**config.mk**
```make
export PLATFORM = sky130hd
export DESIGN_NAME = dfi_build_ctrl
export DESIGN_NICKNAME = d
export VERILOG_FILES = /design/src/rtl/dfi_pkg.sv /design/src/rtl/dfi_step_unit.sv /design/src/rtl/dfi_build_ctrl.sv
export SDC_FILE = /design/constraint.sdc
export NUM_CORES = 1
export LEC_CHECK = 0
export BUFFER_PORTS_ARGS = -buffer_cell sky130_fd_sc_hd__buf_2
export CORE_MARGIN = 8
export CORE_UTILIZATION = 55
export CTS_CLUSTER_SIZE = 28
export DETAILED_ROUTE_END_ITERATION = 10
export HOLD_SLACK_MARGIN = 0.08
export PLACE_DENSITY = 0.79
export SLEW_MARGIN = 10
export SYNTH_ARGS = -nofsm -noshare
export SYNTH_HDL_FRONTEND = slang
export SYNTH_SLANG_ARGS = --single-unit
```
**constraint.sdc**
```tcl
create_clock -name clk_i -period 5.7 [get_ports clk_i]
set_input_delay 0.285 -clock clk_i [delete_from_list [all_inputs] [get_ports clk_i]]
set_output_delay 0.285 -clock clk_i [all_outputs]
set_load 0.05 [all_outputs]
```
**src/rtl/dfi_pkg.sv**
```systemverilog
// Shared types and constants for the DAB frequency-interleave map.
// No dependencies; used by every module of the block.
`default_nettype none

package dfi_pkg;

  // Symbol size limit and derived widths
  localparam int unsigned MaxFftSizeDefault = 2048;
  localparam int unsigned TableAwMax        = 11;

  // Fixed field widths
  localparam int unsigned LogW    = 4;
  localparam int unsigned CfgW    = 11;
  localparam int unsigned IndexW  = 11;
  localparam int unsigned OffsetW = 11;
  localparam int unsigned BoundW  = 12;

  // Register indexes on the configuration port
  localparam logic [1:0] RegFftSizeLog2 = 2'd0;
  localparam logic [1:0] RegIncrement   = 2'd1;
  localparam logic [1:0] RegLowerBound  = 2'd2;
  localparam logic [1:0] RegCarrierCnt  = 2'd3;

  // Register reset values (mode I)
  localparam logic [LogW-1:0] FftSizeLog2Rst = 4'd11;
  localparam logic [CfgW-1:0] IncrementRst   = 11'd511;
  localparam logic [CfgW-1:0] LowerBoundRst  = 11'd256;
  localparam logic [CfgW-1:0] CarrierCntRst  = 11'd1536;

  // Smallest symbol size exponent
  localparam logic [LogW-1:0] MinFftLog2 = 4'd8;

  // Table write port from the build sequencer
  typedef struct packed {
    logic                  en;
    logic [TableAwMax-1:0] addr;
    logic [OffsetW-1:0]    data;
  } ram_wr_t;

endpackage

`default_nettype wire

```
**src/rtl/dfi_step_unit.sv**
```systemverilog
// Step unit: one congruential step x -> (13x + increment) mod N,
// plus the keep decision and centred offset of x. Depends on dfi_pkg.
`default_nettype none

module dfi_step_unit #(
  parameter int unsigned SW = 11
) (
  input  logic [SW-1:0]                 x_i,
  input  logic [dfi_pkg::CfgW-1:0]      increment_i,
  input  logic [SW-1:0]                 mask_i,
  input  logic [SW-1:0]                 half_i,
  input  logic [dfi_pkg::BoundW-1:0]    lower_i,
  input  logic [dfi_pkg::BoundW-1:0]    upper_i,
  output logic [SW-1:0]                 next_x_o,
  output logic                          keep_o,
  output logic [dfi_pkg::OffsetW-1:0]   offset_o
);
  import dfi_pkg::*;

  localparam int unsigned ProdW = SW + 4;
  localparam int unsigned SumW  = ((ProdW > CfgW) ? ProdW : CfgW) + 1;

  logic [ProdW-1:0]  prod;
  logic [SumW-1:0]   sum;
  logic [BoundW-1:0] x_ext;
  logic [BoundW-1:0] diff;

  // 13x as shift-and-add, then mask for the power-of-two modulus
  assign prod     = ProdW'({x_i, 3'b000}) + ProdW'({x_i, 2'b00}) + ProdW'(x_i);
  assign sum      = SumW'(prod) + SumW'(increment_i);
  assign next_x_o = sum[SW-1:0] & mask_i;

  assign x_ext    = BoundW'(x_i);
  assign keep_o   = (x_i != half_i) && (x_ext >= lower_i) && (x_ext <= upper_i);
  assign diff     = x_ext - BoundW'(half_i);
  assign offset_o = diff[OffsetW-1:0];

endmodule

`default_nettype wire

```
**src/rtl/dfi_build_ctrl.sv**
```systemverilog
// Build sequencer: walks the sequence one step a cycle through the
// step unit and writes kept offsets to the table. Depends on dfi_pkg and dfi_step_unit.
`default_nettype none

module dfi_build_ctrl #(
  parameter int unsigned MAX_FFT_SIZE = dfi_pkg::MaxFftSizeDefault
) (
  input  logic                                   clk_i,
  input  logic                                   rst_ni,
  input  logic                                   start_i,
  input  logic [dfi_pkg::LogW-1:0]               fft_size_log2_i,
  input  logic [dfi_pkg::CfgW-1:0]               increment_i,
  input  logic [dfi_pkg::CfgW-1:0]               lower_bound_i,
  input  logic [dfi_pkg::CfgW-1:0]               carrier_count_i,
  output dfi_pkg::ram_wr_t                       wr_o,
  output logic                                   busy_o,
  output logic [$clog2(MAX_FFT_SIZE):0]          fill_count_o
);
  import dfi_pkg::*;

  localparam int unsigned     SW      = $clog2(MAX_FFT_SIZE);
  localparam logic [LogW-1:0] MaxLog2 = LogW'(SW);

  logic            busy_q, busy_d;
  logic [SW-1:0]   x_q, x_d;
  logic [SW:0]     step_q, step_d;
  logic [SW:0]     fill_q, fill_d;

  logic [LogW-1:0]   lg_eff;
  logic [SW:0]       n;
  logic [SW:0]       n_minus_1;
  logic [SW-1:0]     mask;
  logic [SW-1:0]     half;
  logic [BoundW-1:0] lower;
  logic [BoundW-1:0] upper;
  logic [SW-1:0]     next_x;
  logic              keep;
  logic [OffsetW-1:0] offset;
  logic              stepping;

  // Clamp the exponent to the supported range
  always_comb begin
    if (fft_size_log2_i < MinFftLog2) begin
      lg_eff = MinFftLog2;
    end else if (fft_size_log2_i > MaxLog2) begin
      lg_eff = MaxLog2;
    end else begin
      lg_eff = fft_size_log2_i;
    end
  end

  assign n         = (SW+1)'(1) << lg_eff;
  assign n_minus_1 = n - (SW+1)'(1);
  assign mask      = n_minus_1[SW-1:0];
  assign half      = n[SW:1];
  assign lower     = BoundW'(lower_bound_i);
  assign upper     = BoundW'(lower_bound_i) + BoundW'(carrier_count_i);

  dfi_step_unit #(
    .SW(SW)
  ) u_step (
    .x_i        (x_q),
    .increment_i(increment_i),
    .mask_i     (mask),
    .half_i     (half),
    .lower_i    (lower),
    .upper_i    (upper),
    .next_x_o   (next_x),
    .keep_o     (keep),
    .offset_o   (offset)
  );

  assign stepping = busy_q && (step_q != n);

  always_comb begin
    busy_d = busy_q;
    x_d    = x_q;
    step_d = step_q;
    fill_d = fill_q;
    if (start_i) begin
      busy_d = 1'b1;
      x_d    = '0;
      step_d = '0;
      fill_d = '0;
    end else if (stepping) begin
      x_d    = next_x;
      step_d = step_q + (SW+1)'(1);
      if (keep) begin
        fill_d = fill_q + (SW+1)'(1);
      end
    end else if (busy_q) begin
      busy_d = 1'b0;
    end
  end

  always_ff @(posedge clk_i or negedge rst_ni) begin
    if (!rst_ni) begin
      busy_q <= 1'b1;
      x_q    <= '0;
      step_q <= '0;
      fill_q <= '0;
    end else begin
      busy_q <= busy_d;
      x_q    <= x_d;
      step_q <= step_d;
      fill_q <= fill_d;
    end
  end

  // fill_q stays below N while stepping, so its low bits address the table
  assign wr_o.en      = stepping && keep && !start_i;
  assign wr_o.addr    = TableAwMax'(fill_q[SW-1:0]);
  assign wr_o.data    = offset;
  assign busy_o       = busy_q;
  assign fill_count_o = fill_q;

endmodule

`default_nettype wire

```
# Word level (Yosys, flattened, before mapping)
# Cells that the tools add are included.
classes:
  muxes: 11
  shift: 1
  bitwise: 1
  order_cmp: 4
  n_eq_ne: 3
  addsub: 8
  n_reduce_logical: 9
op_table:
  columns: ["cell", "n"]
  rows:
  - ["2-to-1 mux 12 bit", 5]
  - ["adder 11 bit", 3]
  - ["adder 12 x 1 -> 12 bit, second input constant", 2]
  - ["2-to-1 mux 11 bit", 2]
  - ["adder 11 x 11 -> 12 bit", 1]
  - ["less-or-equal comparator 11 x 12 -> 1 bit", 1]
  - ["inequality test 12 bit", 1]
  - ["left shift 1 x 4 -> 12 bit, first input constant", 1]
  - ["bitwise AND 11 bit", 1]
  - [">= comparator 11 bit", 1]
  - ["inequality test 11 bit", 1]
  - ["subtractor 11 x 1 -> 11 bit, second input constant", 1]
  - ["subtractor 11 bit", 1]
  - ["2-to-1 mux 4 bit", 2]
  - ["logical AND 1 bit", 5]
  - ["> comparator 4 bit, second input constant", 1]
  - ["less-than comparator 4 bit, second input constant", 1]
  - ["nonzero test 2 bit", 2]
  - ["2-to-1 mux 1 bit", 2]
  - ["inequality test 2 bit, second input constant", 1]
  - ["AND reduction 2 bit", 1]
  - ["zero test 1 bit", 1]
word_totals:
  in_bits: 40
  output_inout_bits: 36
  ff_bits: 36

# Logic depth before layout (Yosys ltp)
# Gate-level depths: netlist (run 1).
depth:
  depth_word: 10
  depth_mapped: 19
  depth_no_buf: 17

# Hierarchy
# A second synthesis (run 1) with hierarchy kept.
unflattened:
  cells_unflattened: 541
  hier_area_um2: 4511.8
by_module_without_submodules:
  columns: ["module", "area_each_um2", "seq_area_each_um2", "instances", "cells_per_inst"]
  rows:
  - ["dfi_build_ctrl", 2507.4, 902.1, 1, 278]
  - ["dfi_step_unit", 2004.4, 0.0, 1, 263]

# Worst setup path before layout (run 1)
# No wires, ideal clock.
synth_timing:
  path_kind: "input port to output port"
  startpoint: "input port lower_bound_i[0] in the netlist's numbering"
  endpoint: "output port wr_o[22] in the netlist's numbering"
  t_arrival_ps: 3634
  stages: 18
  required_time_ps: 5415
  path_buffers: 2
  slack_ps: 1781
  path_cell_list: "ha_1 > inv_1 > fa_1 > nor2b_1 > o21ai_0 > nand2b_1 > a311oi_1 > o31ai_1 > a21oi_1 > xor2_1 > ha_1 > a2111oi_0 > o21ai_0 > o2111ai_1 > o211ai_2 > buf_6 > buf_6 > nor2_1"
synth_rtl:
  columns: ["element", "line", "rtl"]
  rows:
  - ["start: declaration", "dfi_build_ctrl.sv:13", "input logic [dfi_pkg::CfgW-1:0] lower_bound_i,"]
  - ["end: declaration", "dfi_build_ctrl.sv:15", "output dfi_pkg::ram_wr_t wr_o,"]

==> results.md, run 1 <==
- Vias per inst: ~5.6
- Mapped Cells: 458
- TritonRoute pass-1 iters: 4
- Setup Buffers After CTS: 0
- EDFF count, synth: 0
- # setup viols final: 0
- Wirelength, routed: 9548 um
- Setup TNS: 0 ns
- N_diodes: 0
- Relative slew slack: 0.4294
- Netlist cell types: 53
- Die X: a little over 100 um
- WP data required: 5.41 ns
- Initial antenna violation count: 0
- Core Area: 7214 sq um
- Post_cts resized: 0
- Worst-path cell with the longest stage delay: fa_1
- Filler cells: 676
- Largest net degree at the start of global routing: 40
- CP Cell Sequence: buf_2, ha_1, inv_1, fa_1, nor2b_1, o21ai_0, nand2b_1, a311oi_1, o31ai_1, a21oi_1, xor2_1, ha_1, a2111oi_0, o21ai_0, o2111ai_1, o211ai_2, nor2_1, buf_2
- IO Port Bufs: 75
- Max-slew violations: 0
- CTS Buf Count: 5
- Fmax: 244.1 MHz
- Initial DRC count: 154
- Layout cells sized above 1: 0.1667
- Count leader, synth: ha_1
- PD cells: 365.8 nW/um^2
- Worst Setup End Kind: output pin
- Ys flop type: dfrtp_1
- Data arrival time of the worst path: 3.81 ns
- Synth warn: 0
- Crit-path max cell delay: 0.40 ns
- Leak: between 2 and 2.5 nW
- Worst Path Buf+Inv: 3
- ANT nets after route: 0
- Gr usage total: 0.1937
- Io pins: 76
- Clk slew on worst S/H paths: approximately 0.070 ns
- Critical path class: in2out
- Root buf cell: clkbuf_8
- Outcome: finished, final reports clean
- Final hold slack: 0.07409 ns
- Max rail drop VDD: 0.2275 mV
- First-pass GRT wire length: 16480 um
- Starting Density: 0.5619
- Final HPWL DP: 7655 um
- Die H: 101.9 um
- Clk_skew: between 0.006 and 0.007 ns
- Area growth, synth to finish: 11.48%
- Final nets: approximately 640
- Post-detailed-route wirelength per cell: ~15 um
- Seq cells post-synth: 36
- CTS tree: built
- Clock sink total: 36
- Max Cap Violations: 0
- Crit share post-route: 0.7186
- Least-Margin Pin Slew: 0.8534 ns
- Worst-skew pair later-pin latency: 0.29 ns
- Largest delay share family, worst path: compound AO/OA/AOI/OAI gates
- Synth area leader: dfrtp_1
- Vias: approximately 3500
- Yosys top cell area share: 0.2160
- Pwr Total: about 1.7 mW
- RSZ-0062 raised after global routing: false
- # DRC: 0
- Total grt overflow: 0
- H-tree depth: 2
- Hold-fix buffers, CTS: 0
- Synthesized area per cell: 8.851 sq um
- Async S/R FF share, synth: 1.000
- Clock buffer depth: 2
- Mapped Area: 4054 sq um
- Final Hold Fails: 0
- Worst min-delay path class: in2async
- Vias in the first global route: 3666
- Worst-path fanout max: 23
- Die area: 10370 sq um
- Crit path time final: between 4 and 5 ns
- Top area cells in the synthesized netlist: dfrtp_1 22%, ha_1 18%, fa_1 8.9%
- Crit start category: primary input
- Placer Congestion: between 0.9 and 1
- List of most frequent post-synthesis cells: 58 x ha_1, 37 x a21oi_1, 36 x nor2_1, 35 x dfrtp_1, 31 x inv_1
- Seq/Total Area, Yosys: 0.2225
- Row cnt: 31
==> path summary, 6_finish.rpt <==
| check | startpoint | slack [ns] | cells after the start | end |
|---|---|---|---|---|
| max reg2reg | x_q[1] | 2.29 | 10 | x_q[9] |
| min | rst_ni | 0.07 | 1 | step_q[11] |
| max in group asynchronous | rst_ni | 5.12 | 1 | x_q[4] |
| min reg2reg | step_q[1] | 0.57 | 2 | step_q[1] |
| min in group clk_i | fft_size_log2_i[1] | 0.39 | 3 | x_q[9] |
| max | lower_bound_i[0] | 1.60 | 18 | wr_o[22] |
==> state kept, by name, indices dropped and copies added, names as in the netlist <==
register and flops:
busy_o 1, fill_count_o 12, step_q 12, x_q 11
==> area by class of cell <==
cell class | instances | area [sq um] | area share
Sequential cell | 36 | 902.1 | 0.1996
Clock buffer | 7 | 76.32 | 0.01689
Clock inverter | 1 | 5.005 | 0.001107
Inverter | 31 | 116.4 | 0.02575
Multi-Input combinational cell | 378 | 2920 | 0.6462
Tap cell | 99 | 123.9 | 0.02741
Timing Repair Buffer | 75 | 375.4 | 0.08306
==> report_power, final <==
group	internal [mW]	total (mW)	switching, mW
logic	0.446	1.12	0.673
registers	0.286	0.361	0.0752
clock network	0.0857	0.173	0.0876
==> layout by cell type (no fill, tap or decap), types with 2 or more instances in the layout <==
master | synthesis | routed
o31ai_1 | 2 | 2
o21bai_1 | 4 | 4
inv_1 | 31 | 31
nor2b_1 | 10 | 10
nand2b_1 | 7 | 7
xor2_1 | 17 | 17
ha_1 | 58 | 58
nand3b_1 | 2 | 2
and2_1 | 4 | 4
conb_1 | 2 | 10
nand2_1 | 22 | 22
o21ai_0 | 22 | 22
nor2_1 | 36 | 36
nand3_1 | 16 | 16
nand4_1 | 10 | 10
a21o_1 | 7 | 7
clkbuf_1 | 4 | 2
fa_1 | 18 | 18
a21oi_1 | 37 | 37
o21ai_1 | 4 | 4
buf_2 | 2 | 75
o211ai_1 | 3 | 3
and3_1 | 6 | 6
dfrtp_1 | 35 | 35
or4_1 | 2 | 2
a311oi_1 | 4 | 4
o41ai_1 | 2 | 2
a31oi_1 | 3 | 3
nor3_1 | 11 | 11
xnor2_1 | 26 | 26
clkbuf_8 | 0 | 5
or3_1 | 16 | 16
==> cell families after synthesis <==
logic type	after synthesis	share of synthesized area
buffers and inverters	52	0.06450
adder cells (fa/ha/maj)	76	0.2679
XOR/XNOR	43	0.09290
other	2	0.001853
AND/OR/NAND/NOR	148	0.1901
flip-flops	36	0.2225
AO/OA/AOI/OAI	100	0.1577
multiplexers	1	0.002469
==> stage by stage <==
step	utilization	worst slack (ns)	cell area, sq um	std cells
after floorplan	-	1.781	4084	466
after global placement	0.6152	1.771	4438	619
after detailed placement	0.6152	1.646	4438	619
after CTS	0.6264	1.637	4519	627
after global routing	0.6264	1.302	4519	627
final	0.6264	1.604	4519	627
==> routing by layer <==
layer | global-route usage | vias to the layer above | wire length (um)
met2 | 0.3360 | 101 | 4634
met4 | 0.04515 | 0 | 96
met5 | 0 | - | 0
li1 | - | 1749 | -
met3 | 0.03610 | 10 | 617
met1 | 0.2425 | 1673 | 4199
(Power assumes the default switching activity.)
==> run 2, diff against run 1 <==
- CORE_UTILIZATION: 55 -> 52
- PLACE_DENSITY: 0.79 -> 0.78
- clock period: 5.7 -> 3.5 ns (I/O delays scaled with it)
==> results.md, run 2 (synthesized netlist as in run 1, its figures left out) <==
- Clock sink total: 36
- Post-DP Area: 4564 sq um
- Initial antenna violation count: 0
- Least-Margin Pin Slew: 0.7873 ns
- Vias per inst: 5.515
- Crit start category: primary input
- Largest net degree at the start of global routing: 40
- WP data required: 3.32 ns
- Final Hold Fails: 0
- Post-Layout Cell Count: roughly 650
- ANT nets after route: 0
- H-tree depth: 2
- # setup viols final: 0
- Finished Cell Area: 4843 sq um
- Total grt overflow: 0
- Multi-input logic area: 3033 sq um
- Layout cells sized above 1: 0.2285
- Row cnt: 32
- Placer Congestion: 0.8837
- Fmax: a little under 300 MHz
- Setup TNS: 0 ns
- Data arrival time of the worst path: 3.18 ns
- Gr usage total: 0.1797
- Commonest non-fill, non-tap cell in the layout: buf_2
- Relative slew slack: 0.4751
- Vias: 3579
- Clk slew on worst S/H paths: around 0.070 ns
- RSZ-0062 raised after global routing: false
- Clock buffer depth: 2
- Max Cap Violations: 0
- Io pins: 76
- Crit path time final: 3.353 ns
- Worst-skew pair later-pin latency: between 0.2 and 0.3 ns
- TritonRoute pass-1 iters: 4
- Worst Setup End Kind: output pin
- Final nets: 662
- Root buf cell: clkbuf_8
- CTS tree: built
- Critical path class: in2out
- Cell total after placement: about 640
- Core Util, Final: 0.6333
- Area growth, synth to finish: 19.48%
- Post-detailed-route wirelength per cell: 14.98 um
- Core Area: around 7600 sq um
- # DRC: 0
- First-pass GRT wire length: 16840 um
- Max rail drop VDD: 0.2979 mV
- Clk_skew: 0.002923 ns
- Hold Path Cell Cnt: 3
- Die H: 104.3 um
- Die area: 10880 sq um
- Vias in the first global route: 3802
- Reg2reg path depth: 11
- IO Port Bufs: 75
- PD cells: 600.1 nW/um^2
- Initial DRC count: 165
- Final HPWL DP: 7634 um
- Most frequent cells in the layout: 73 x buf_2, 51 x ha_1, 35 x nor2_1
- Worst-path fanout max: 7
- Starting Density: 0.5301
- Worst min-delay path class: in2reg
- Max-slew violations: 0
- Register area: ~900 sq um
- Outcome: finished, final reports clean
- Leak: approximately 2.4 nW
- Die X: roughly 100 um
- N_diodes: 0
- CTS Buf Count: 5
- Wirelength, routed: 9724 um
- Crit share post-route: 0.9579
- Filler cells: between 600 and 700
run 2: stage by stage:
| step | hold WS, ns | worst slack, ns | total power, mW |
|---|---|---|---|
| after floorplan | -0.1206 | 0.03522 | 2.012 |
| after global placement | 0.3035 | -0.02237 | 2.383 |
| after detailed placement | 0.3033 | -0.1575 | 2.438 |
| after CTS | 0.2510 | 0.008314 | 2.863 |
| after global routing | 0.2865 | 0.003766 | 3.170 |
| final | 0.2623 | 0.1474 | 2.906 |
run 2: final timing paths:
check	start	end	slack, ns
min in group asynchronous	rst_ni	step_q[11]	0.53
worst max-delay path	lower_bound_i[0]	wr_o[22]	0.15
worst max register to register	x_q[0]	x_q[10]	0.25
max in group asynchronous	rst_ni	x_q[1]	2.42
worst min-delay path	fft_size_log2_i[1]	x_q[9]	0.26
worst min register to register	step_q[1]	step_q[1]	0.56
run 2: worst max-delay path, cell delays in order:
cell       delay (ns)
buf_4            0.12
ha_4             0.15
inv_1            0.08
fa_2             0.22
nor2b_2          0.04
o21ai_1          0.11
nand2b_1         0.09
buf_4            0.14
buf_4            0.13
a311oi_2         0.28
xor2_1           0.20
ha_1             0.27
nand4_1          0.12
nor2_1           0.06
a41oi_1          0.16
o2111ai_1        0.15
o211ai_2         0.28
buf_6            0.17
nor2_4           0.04
buf_8            0.17
run 2: repair_timing:
item                                    4_1_cts  5_1_grt
setup buffers                                 0        2
resized for setup                             3       24
pin swaps                                     1       15
endpoints found under the setup margin        1       14
hold buffers                                  1        0
endpoints found under the hold margin        35        0
run 2: area by class of cell:
cell class,count,area share
flip-flops and latches,36,0.1865
well taps,102,0.02635
repair buffers,94,0.1108
clock buffers,7,0.01989
clock inverters,1,0.006200
inverters,31,0.02402
multi-input cells,378,0.6262
run 2: report_power, final:
| group | switching, mW | internal, mW |
|---|---|---|
| Sequential | 0.105 | 0.466 |
| Combinational | 1.14 | 0.799 |
| Clock | 0.145 | 0.251 |
run 2: per-layer routing:
layer  vias up  routed length [um]  track usage
met3         8                 520      0.04399
met1      1696                4412       0.2191
li1       1783                   -            -
met5         -                   0            0
met4         0                 102      0.06205
met2        92                4688       0.3005
==> run 3, diff against run 2 <==
- CAP_MARGIN: default -> 20
- CORE_ASPECT_RATIO: default -> 2
==> results.md, run 3 (synthesized netlist as in run 1, its figures left out) <==
- Worst min-delay path class: in2reg
- Final nets: 662
- Largest delay share family, worst path: compound AO/OA/AOI/OAI gates
- Relative slew slack: 0.4684
- WP data required: 3.71 ns
- Crit path time final: 3.386 ns
- Initial DRC count: between 70 and 80
- # DRC: 0
- First-pass GRT wire length: 17570 um
- Setup ws final: approximately 0.11 ns
- Vias per inst: 5.707
- Io pins: between 70 and 80
- Die area: ~11000 sq um
- Placer Congestion: 0.9143
- Worst-skew pair later-pin latency: 0.28 ns
- Gr usage total: 0.1942
- Final HPWL DP: 8577 um
- Finished Cell Area: just under 5000 sq um
- Final Hold Fails: 0
- Die X: 78.44 um
- Max rail drop VDD: 0.3400 mV
- ANT nets after route: 0
- Initial antenna violation count: 0
- Crit start category: primary input
- Clock sink total: 36
- Data arrival time of the worst path: 3.60 ns
- Vias: 3658
- Layout cells sized above 1: 0.2230
- Met2 usage: 0.3758
- Most frequent cells in the layout: 72 x buf_2, 53 x ha_1, 35 x nor2_1, 35 x a21oi_1, 35 x dfrtp_1
- Root buf cell: clkbuf_16
- IO Port Bufs: 75
- PD cells: 627.3 nW/um^2
- Outcome: finished, final reports clean
- TritonRoute pass-1 iters: 4
- Least-Margin Pin Slew: 0.7974 ns
- Reg2Reg Setup Slack: 0.17 ns
- Worst Setup End Kind: flip-flop
- Post-detailed-route wirelength per cell: approximately 17 um
- Max-slew violations: 0
- Core Area: 7601 sq um
- Max Cap Violations: 0
- Met3 GRT Util: 0.02803
- Worst Path Buf+Inv: 4
- Pre-CTS setup slack: -0.2497 ns
- Clock buffer depth: 2
- Post-DP Area: 4544 sq um
- H-tree depth: 2
- Total grt overflow: 0
- Met1 Usage GRT: 0.1804
- # setup viols final: 0
- Clk_skew: 0.004901 ns
- Leak: 2.386 nW
- Global route hottest layer: met2
- Fmax: about 300 MHz
- Crit-path max cell delay: 0.46 ns
- Worst-path cell with the longest stage delay: or4b_1
- CP Cell Sequence: buf_2, ha_4, buf_4, nand3_1, o211ai_1, o211ai_1, nand2b_1, a21oi_2, xor2_1, ha_1, a2111oi_4, o21ai_1, o2111ai_1, o211ai_2, buf_4, clkbuf_16, or4b_1, o21ai_1
- CTS Buf Count: 5
- Starting Density: 0.5333
- Vias in the first global route: 3924
- Commonest non-fill, non-tap cell in the layout: buf_2
- Row cnt: 45
- Setup TNS: 0 ns
- Die H: 140.9 um
- Largest net degree at the start of global routing: 40
- CTS tree: built
- Wirelength, routed: 10780 um
- Crit share post-route: 0.9674
- Critical path class: in2reg
- Filler cells: between 600 and 700
- N_diodes: 0
- Clk slew on worst S/H paths: 0.06 ns
- Area growth, synth to finish: 20.34%
- Worst-path fanout max: 8
[run 3: cell count changes in the layout (fill, tap and decap cells not counted), sizes merged]
cell,delta
buf,-1
clkinv,+1
[run 3: metal layers]
layer,vias to the layer above,part of all wire
met3,25,0.030
li1,1779,-
met4,0,0.039
met2,82,0.58
met5,-,0
met1,1772,0.35
[run 3: stage by stage]
| step | power, mW | instances | utilization | hold slack (ns) |
|---|---|---|---|---|
| 6_report | 3.060 | 641 | 0.6418 | 0.2746 |
| 5_1_grt | 3.296 | 641 | 0.6418 | 0.3092 |
| 2_1_floorplan | 2.012 | 466 | - | -0.1206 |
| 4_1_cts | 3.025 | 636 | 0.6224 | 0.2674 |
| 3_5_place_dp | 2.488 | 627 | 0.5979 | 0.3030 |
| 3_3_place_gp | 2.427 | 627 | 0.5979 | 0.3108 |
[run 3: area by class of cell]
class | count | area, sq um | share of cell area
clock buffer | 6 | 128.9 | 0.02642
timing repair buffer | 94 | 569.3 | 0.1167
multi-input combinational | 378 | 3009 | 0.6168
clock inverter | 2 | 35.03 | 0.007181
inverter | 31 | 116.4 | 0.02385
tap | 94 | 117.6 | 0.02411
sequential | 36 | 902.1 | 0.1849
[run 3: worst paths after layout]
check / startpoint / cells after the start / endpoint
setup / recovery: lower_bound_i[2] / 18 / fill_count_o[5]
hold / removal: fft_size_log2_i[3] / 3 / x_q[9]
setup reg to reg: x_q[0] / 11 / x_q[10]
hold reg to reg: step_q[5] / 2 / step_q[5]
max in group asynchronous: rst_ni / 2 / step_q[4]
min in group asynchronous: rst_ni / 2 / step_q[11]
[run 3: report_power, final]
group / internal, mW / total (mW) / switching (mW) / leakage, nW
registers: 0.467 / 0.570 / 0.103 / 0.492
clock network: 0.335 / 0.506 / 0.171 / 0.0808
logic: 0.811 / 1.98 / 1.17 / 1.81
total: 1.61 / 3.06 / 1.45 / 2.39
[run 3: worst reg2reg max path, cell delays in order, from the launching register on]
cell and delay [ns]:
dfrtp_1 0.46, fa_1 0.51, fa_1 0.55, inv_1 0.07
fa_1 0.48, nor2b_1 0.12, o21ai_0 0.10, a21oi_1 0.23
nor3_1 0.07, o21bai_1 0.19, xnor2_1 0.10, o41ai_1 0.32
[run 3: repair_timing]
action,in CTS,in global routing
endpoints found under the hold margin,35,0
resized for setup,4,21
buffers inserted,0,4
pin swaps,1,14
endpoints found under the setup margin,1,13
hold buffers,1,0
cloned,0,1
